[src/design/obot_pkg.sv]
// ----------------------------------------------------------------------------
// obot_pkg: shared types and constants for the oriented box overlap test
// Fixed point formats, the quarter-wave sine table and the stage structs.
// ----------------------------------------------------------------------------
package obot_pkg;

  localparam int CoordFracBits = 4;
  localparam int TrigFracBits  = 14;
  // center offsets carry 2^CoordFracBits, extents carry 2^TrigFracBits
  localparam int SepShift      = TrigFracBits - CoordFracBits;

  localparam int DegHalfTurn   = 180;
  localparam int DegQuarter    = 90;
  localparam int DegFullTurn   = 360;

  localparam int TabW  = TrigFracBits + 1;   // 0 .. 2^TrigFracBits
  localparam int TrigW = TrigFracBits + 2;   // signed sin/cos
  localparam int DimW  = 10;
  localparam int HalfW = DimW - 1;
  localparam int CoordW = 16;
  localparam int DiffW = CoordW + 1;
  localparam int AngW  = 9;
  localparam int IdxW  = 7;

  localparam int PdW   = TrigW + DiffW + 1;  // ax*dx + ay*dy
  localparam int UW    = 2 * TrigW;          // ax*c + ay*s (signed)
  localparam int UAbsW = UW - 1;
  localparam int RW    = HalfW + UAbsW;
  localparam int CmpW  = RW + 4;

  localparam int InTdataW  = 128;
  localparam int OutTdataW = 8;

  // Taylor series in Q2.30, rounded to the table precision
  function automatic logic [DegQuarter:0][TabW-1:0] sin_table();
    logic [DegQuarter:0][TabW-1:0] t;
    logic [63:0] x;
    logic [63:0] x2;
    logic [63:0] sum;
    logic [63:0] term;
    for (int d = 0; d <= DegQuarter; d++) begin
      x    = ((64'(d) * 64'd13493037705) / 64'd180 + 64'd2) >> 2;
      x2   = (x * x) >> 30;
      sum  = x;
      term = x;
      term = ((term * x2) >> 30) / 64'd6;   sum = sum - term;
      term = ((term * x2) >> 30) / 64'd20;  sum = sum + term;
      term = ((term * x2) >> 30) / 64'd42;  sum = sum - term;
      term = ((term * x2) >> 30) / 64'd72;  sum = sum + term;
      term = ((term * x2) >> 30) / 64'd110; sum = sum - term;
      term = ((term * x2) >> 30) / 64'd156; sum = sum + term;
      term = ((term * x2) >> 30) / 64'd210; sum = sum - term;
      sum  = (sum + (64'd1 << (29 - TrigFracBits))) >> (30 - TrigFracBits);
      t[d] = sum[TabW-1:0];
    end
    return t;
  endfunction

  localparam logic [DegQuarter:0][TabW-1:0] SinTab = sin_table();

  typedef struct packed {
    logic signed [TrigW-1:0] sa;
    logic signed [TrigW-1:0] ca;
    logic signed [TrigW-1:0] sb;
    logic signed [TrigW-1:0] cb;
    logic [HalfW-1:0]        hxa;
    logic [HalfW-1:0]        hya;
    logic [HalfW-1:0]        hxb;
    logic [HalfW-1:0]        hyb;
    logic signed [DiffW-1:0] dx;
    logic signed [DiffW-1:0] dy;
  } box_pair_t;

  typedef struct packed {
    logic signed [TrigW-1:0] ax;
    logic signed [TrigW-1:0] ay;
    logic                    live;
  } axis_t;

endpackage

[src/design/obot_trig.sv]
// ----------------------------------------------------------------------------
// obot_trig: sine and cosine of a whole-degree angle
// Folds the angle into one turn and one quadrant, reads the quarter table.
// ----------------------------------------------------------------------------
module obot_trig (
  input  logic [obot_pkg::AngW-1:0]         angle_i,
  output logic signed [obot_pkg::TrigW-1:0] sin_o,
  output logic signed [obot_pkg::TrigW-1:0] cos_o
);

  localparam logic [obot_pkg::AngW-1:0] Full =
    obot_pkg::AngW'(obot_pkg::DegFullTurn);
  localparam logic [obot_pkg::AngW-1:0] Half =
    obot_pkg::AngW'(obot_pkg::DegHalfTurn);
  localparam logic [obot_pkg::AngW-1:0] Quarter =
    obot_pkg::AngW'(obot_pkg::DegQuarter);
  localparam logic [obot_pkg::AngW-1:0] ThreeQ =
    obot_pkg::AngW'(obot_pkg::DegHalfTurn + obot_pkg::DegQuarter);

  function automatic logic signed [obot_pkg::TrigW-1:0] sin_fold(
    input logic [obot_pkg::AngW-1:0] d
  );
    logic [obot_pkg::AngW-1:0] idx;
    logic                      neg;
    logic [obot_pkg::TabW-1:0] mag;
    if (d <= Quarter) begin
      idx = d;          neg = 1'b0;
    end else if (d <= Half) begin
      idx = Half - d;   neg = 1'b0;
    end else if (d <= ThreeQ) begin
      idx = d - Half;   neg = 1'b1;
    end else begin
      idx = Full - d;   neg = 1'b1;
    end
    mag = obot_pkg::SinTab[idx[obot_pkg::IdxW-1:0]];
    return neg ? -$signed({1'b0, mag}) : $signed({1'b0, mag});
  endfunction

  logic [obot_pkg::AngW-1:0] ang_w;
  logic [obot_pkg::AngW:0]   cos_sum;
  logic [obot_pkg::AngW-1:0] cos_ang;

  assign ang_w   = (angle_i >= Full) ? angle_i - Full : angle_i;
  assign cos_sum = {1'b0, ang_w} + {1'b0, Quarter};
  assign cos_ang = (cos_sum >= {1'b0, Full}) ? obot_pkg::AngW'(cos_sum - {1'b0, Full})
                                             : cos_sum[obot_pkg::AngW-1:0];

  assign sin_o = sin_fold(ang_w);
  assign cos_o = sin_fold(cos_ang);

endmodule

[config.mk]
export PLATFORM = sky130hd
export DESIGN_NAME = obot_trig
export DESIGN_NICKNAME = d
export VERILOG_FILES = /design/src/design/obot_pkg.sv /design/src/design/obot_trig.sv
export SDC_FILE = /design/constraint.sdc
export NUM_CORES = 1
export LEC_CHECK = 0
export BUFFER_PORTS_ARGS = -buffer_cell sky130_fd_sc_hd__buf_4
export CAP_MARGIN = 15
export CORE_MARGIN = 2
export CORE_UTILIZATION = 65
export DETAILED_ROUTE_END_ITERATION = 8
export GPL_TIMING_DRIVEN = 0
export PLACE_DENSITY = 0.93
export RECOVER_POWER = 25
export SETUP_SLACK_MARGIN = 0.3
export SLEW_MARGIN = 30
export SYNTH_ARGS = -nofsm -noshare
export SYNTH_HDL_FRONTEND = slang
export SYNTH_SLANG_ARGS = --single-unit
[constraint.sdc]
create_clock -name vclk -period 27.2
set_clock_uncertainty 0.05 [all_clocks]
set_input_delay 4.08 -clock vclk [all_inputs]
set_output_delay 4.08 -clock vclk [all_outputs]
set_load 0.02 [all_outputs]
# Yosys cells after proc, flatten, opt, wreduce, memory -nomap -nowiden
# Memory sizes are Yosys's and may differ from the RTL's.
# Cells that the tools add are included.
dict set report op_classes {
  mux 16
  magnitude_cmp 10
  addsub 11
}
# operator count
set op_table {}
lappend op_table {{two-way mux 7 bit} 6}
lappend op_table {{two-way mux 16 bit} 2}
lappend op_table {{negation 15 -> 16 bit} 2}
lappend op_table {{two-way mux 15 bit} 2}
lappend op_table {{<= comparator 9 x 7 -> 1 bit (second input constant)} 2}
lappend op_table {{<= comparator 9 x 8 -> 1 bit (second input constant)} 2}
lappend op_table {{<= comparator 9 bit (second input constant)} 2}
lappend op_table {{two-way mux 9 bit} 2}
lappend op_table {{subtractor 9 bit (second input constant)} 2}
lappend op_table {{less-than comparator 7 x 8 -> 1 bit (second input constant)} 2}
lappend op_table {{subtractor 6 x 7 -> 7 bit (first input constant)} 2}
lappend op_table {{subtractor 7 x 6 -> 7 bit (second input constant)} 2}
lappend op_table {{subtractor 7 bit (first input constant)} 2}
lappend op_table {{adder 9 x 7 -> 10 bit (second input constant)} 1}
lappend op_table {{>= comparator 10 x 9 -> 1 bit (second input constant)} 1}
lappend op_table {{>= comparator 9 bit (second input constant)} 1}
lappend op_table {{two-way mux 1 bit} 4}
dict set report totals {
  word_cells 39
  regBits 0
  mem_bits_ro 3840
  in_bits 9
  out_inout_bits 32
  n_memories 2
}
# name depth word_bits read_ports rd_clocked_by_memory_dff wr line
set mem_list {}
lappend mem_list {{(name not given)} 128 15 1 0 0 obot_trig.sv:35} ;# mag = obot_pkg::SinTab[idx[obot_pkg::IdxW-1:0]];
lappend mem_list {{(name not given)} 128 15 1 0 0 obot_trig.sv:35}

# Depth between registers and ports, before layout
dict set report logic_depth {
  word_depth 13
  depth_mapped 37
  ltp_nobuf 31
}

# Worst setup path after synthesis
# OpenSTA, ideal clock, no wires.
dict set report synth_path {
  path_kind {input to output}
  startpoint {input angle_i[3] (netlist bit)}
  endpoint {output cos_o[14] (netlist bit)}
  setup_slack_ns 11.802
  required_ns 23.070
  arrival_time_ns 11.268
  path_buffers 6
  cell_stages 35
  path_cell_list {buf_2 -> inv_1 -> ha_1 -> and3b_1 -> buf_6 -> o21a_4 -> nor3_1 -> or2_1 -> buf_2 -> ha_1 -> nand2_1 -> o21ai_0 -> xor2_1 -> ha_1 -> xnor3_1 -> o41ai_1 -> a2111oi_0 -> a221oi_2 -> nor2_1 -> a221oi_1 -> and3_1 -> buf_2 -> buf_4 -> ha_1 -> clkbuf_1 -> nor2_1 -> o2111ai_1 -> o311ai_0 -> o21a_1 -> o221a_1 -> a311oi_2 -> nand3_2 -> nor4b_2 -> a21oi_1 -> a311oi_1}
}
dict set report synth_between {
  elab_chain_len 13
  word_cells_on_any_way 22
  classes_between {add/sub: 7; order compare: 5; mux: 9; memory: 1}
}
# element line
set synth_lines {}
lappend synth_lines {{start: declaration} obot_trig.sv:6} ;# input logic [obot_pkg::AngW-1:0] angle_i,
lappend synth_lines {{subtractor 9 bit or >= comparator 9 bit (tied branches)} obot_trig.sv:43} ;# assign ang_w = (angle_i >= Full) ? angle_i - Full : angle_i;
lappend synth_lines {{two-way mux 9 bit *} obot_trig.sv:43}
lappend synth_lines {{adder 9 x 7 -> 10 bit *} obot_trig.sv:44} ;# assign cos_sum = {1'b0, ang_w} + {1'b0, Quarter};
lappend synth_lines {{subtractor 9 bit or >= comparator 10 x 9 -> 1 bit (tied branches)} obot_trig.sv:45} ;# assign cos_ang = (cos_sum >= {1'b0, Full}) ? obot_pkg::AngW'(cos_sum - {1'b0, Full})
lappend synth_lines {{two-way mux 9 bit *} obot_trig.sv:45}
lappend synth_lines {{<= comparator 9 bit (tied with other cells)} obot_trig.sv:30} ;# end else if (d <= ThreeQ) begin
lappend synth_lines {{two-way mux 7 bit} obot_trig.sv:30}
lappend synth_lines {{two-way mux 7 bit} obot_trig.sv:28} ;# end else if (d <= Half) begin
lappend synth_lines {{two-way mux 7 bit} obot_trig.sv:26} ;# if (d <= Quarter) begin
lappend synth_lines {{memory read (128 x 15 bit)} -}
lappend synth_lines {{two-way mux 15 bit (implied by the code)} obot_trig.sv:35}
lappend synth_lines {{negation 15 -> 16 bit} obot_trig.sv:36} ;# return neg ? -$signed({1'b0, mag}) : $signed({1'b0, mag});
lappend synth_lines {{two-way mux 16 bit *} obot_trig.sv:36}
lappend synth_lines {{end: declaration} obot_trig.sv:8} ;# output logic signed [obot_pkg::TrigW-1:0] cos_o
# Mark *: on every way between the ends. The rest lies on a longest branch, timed or not. The select of a mux whose other input is x is not followed.

# Final worst setup path
dict set report layout_path {
  startpoint {input angle_i[3] (netlist bit)}
  endpoint {output cos_o[13] (netlist bit)}
}
# Same word-level chain as after synthesis.

==> metrics.txt <==
number of routed nets with antenna violations=0; run status=complete, but fails checks; 1st-iter DRT viols=1832; largest area contributor in the netlist=ha_1; gr ovfl total=0; violated checks=design-rule violations; Syn-to-layout area delta=6.56%; multi-input logic area=6160 um2; Crit Path Class=in2out; synthesized cell area=6770 um2; setup_tns=0 ns; DPL Wire Length=19900 um; Hold Fails Final Rpt=0; Tcrit/Tclk final=0.646; Finish-stage setup viols=0; Place WS=10.23 ns; Max VDD drop=0.133 mV; most used cell, CP=ha_1; sequential-to-total area share from yosys stat=0; Critical Path End Type=primary output; worst hold-check path type=in2out; top post-synthesis cells by area=ha_1 6.5%, a21oi_1 5.7%, nand2_1 5.5%, nor2_1 4.7%, o21ai_0 4.3%; Vias/cell=7.95; Pre-Repair DR Iteration Count=9; Syn Area/Cell=6.56 um2; row cnt=37; MaxCap Viol Count=0; Routed wire per std cell=23.0 um; CP peak stage delay=0.54 ns; first-pass GRT wire length=43800 um; # hold bufs at CTS=0; commonest non-fill, non-tap cells in the layout=100 x nand2_1, 84 x nor2_1, 77 x a21oi_1, 58 x o21ai_0, 48 x clkbuf_1; hold path depth=8; Worst Tran Pin Value=0.997 ns; Cells after Synth=1032; LEAKAGE=0.00267 uW; Setup WS post-layout=9.63 ns; post-CTS setup buffers=0; Synth Net Count=1077; final RePlAce weighted congestion=1.22; yosys warns=0; initial antenna violation count=0; filler instances=909; Die Footprint=11300 um2; PwrDens=112 nW/um2; Final min period=17.57 ns; top-level I/O count=41; chip width=106 um; Synth top area share=0.0646; startpoint types=input port; fmax=0.0569 GHz; Slowest-stage cell, CP=or4b_1; port buffer count=39; critical path arrival=13.44 ns; Max-slew headroom=0.327; Max Slew Vio Count=0; largest net degree at the start of global routing=18; worst hold endpoint=sin_o[6]; core area=10200 um2; unrepaired setup endpoints after global routing=false; CP Data Required Time=23.07 ns; Final Util=0.706; post-place instance area=7240 um2; Layout Nets=1118; Total GRT Usage=0.472; post-route cell area=7220 um2; Seq cells=0; Sequential Area=0 um2; Max FO, Critical Path=15; commonest non-fill, non-tap cell in the layout=nand2_1; Cell variety after synth=106; clkbuf count=0; HP Start=angle_i[0]; Die Ht=106 um; routed wire length=27700 um; layout cells sized above 1=0.134; vias in the first global route=8328; # diodes=0; CTS resizes=0; Vias=9594; Starting Density=0.662; drt drc=17; overall power consumption=811 uW
## worst max-delay path, delay by kind of cell
| kind | cells | cell delay (ns) |
|---|---|---|
| simple gates | 9 | 2.16 |
| xor+xnor | 3 | 1.10 |
| fa+ha+maj | 4 | 1.08 |
| buf+inv | 8 | 1.85 |
| compound gates | 12 | 3.17 |
## cell families (layout without fill, tap and decap cells)
| group | count (synthesis) | in the layout | synth area share |
|---|---|---|---|
| compound gates | 429 | 429 | 0.462 |
| fa+ha+maj | 36 | 36 | 0.0676 |
| xor+xnor | 45 | 45 | 0.0622 |
| simple gates | 363 | 363 | 0.265 |
| buf+inv | 134 | 173 | 0.0916 |
| mux | 25 | 25 | 0.0517 |
## synth_stat cells (31+ instances only)
cell type	instances
a21oi_1	77
o21ai_0	58
xnor2_1	31
inv_1	31
buf_2	38
nand2_1	100
nor3_1	36
a31oi_1	32
nor2_1	84
clkbuf_1	41
ha_1	35
nand3_1	44
## power by group
group | switching, uW | internal, uW | leakage (uW)
clock | 0 | 0 | 0
sequential | 0 | 0 | 0
combinational | 527 | 284 | 0.00267
## final cells by class
class / count / area share
plain buffers: 98 / 0.0667
well taps: 136 / 0.0236
repair buffers: 39 / 0.0374
inverters: 36 / 0.0191
multi-input cells: 898 / 0.853
## metal layers
| layer | GRT usage | up-vias | share of wire | wire, um |
|---|---|---|---|---|
| li1 | - | 4117 | - | - |
| met1 | 0.610 | 4204 | 0.36 | 9910 |
| met2 | 0.748 | 1000 | 0.41 | 11400 |
| met3 | 0.0969 | 273 | 0.15 | 4200 |
| met4 | 0.227 | 0 | 0.079 | 2200 |
| met5 | 0 | - | 0 | 0 |
## worst max path at each step
stage                           from        end  slack (ns)  cells after the start
after detailed placement  angle_i[3]  cos_o[13]       10.23                     36
after floorplan           angle_i[3]  cos_o[14]       11.80                     35
final                     angle_i[3]  cos_o[13]        9.63                     36
after CTS                 angle_i[3]  cos_o[13]       10.16                     36
after global placement    angle_i[3]  cos_o[13]       10.19                     36
after global routing      angle_i[3]  cos_o[13]        9.12                     36
## metrics by stage
step                      cells  hold WS [ns]
after floorplan            1032          8.79
after global placement     1207          9.23
after detailed placement   1207          9.27
after CTS                  1207          9.27
after global routing       1207          9.38
final                      1207          9.26
Power figures use the tool's default switching activity.
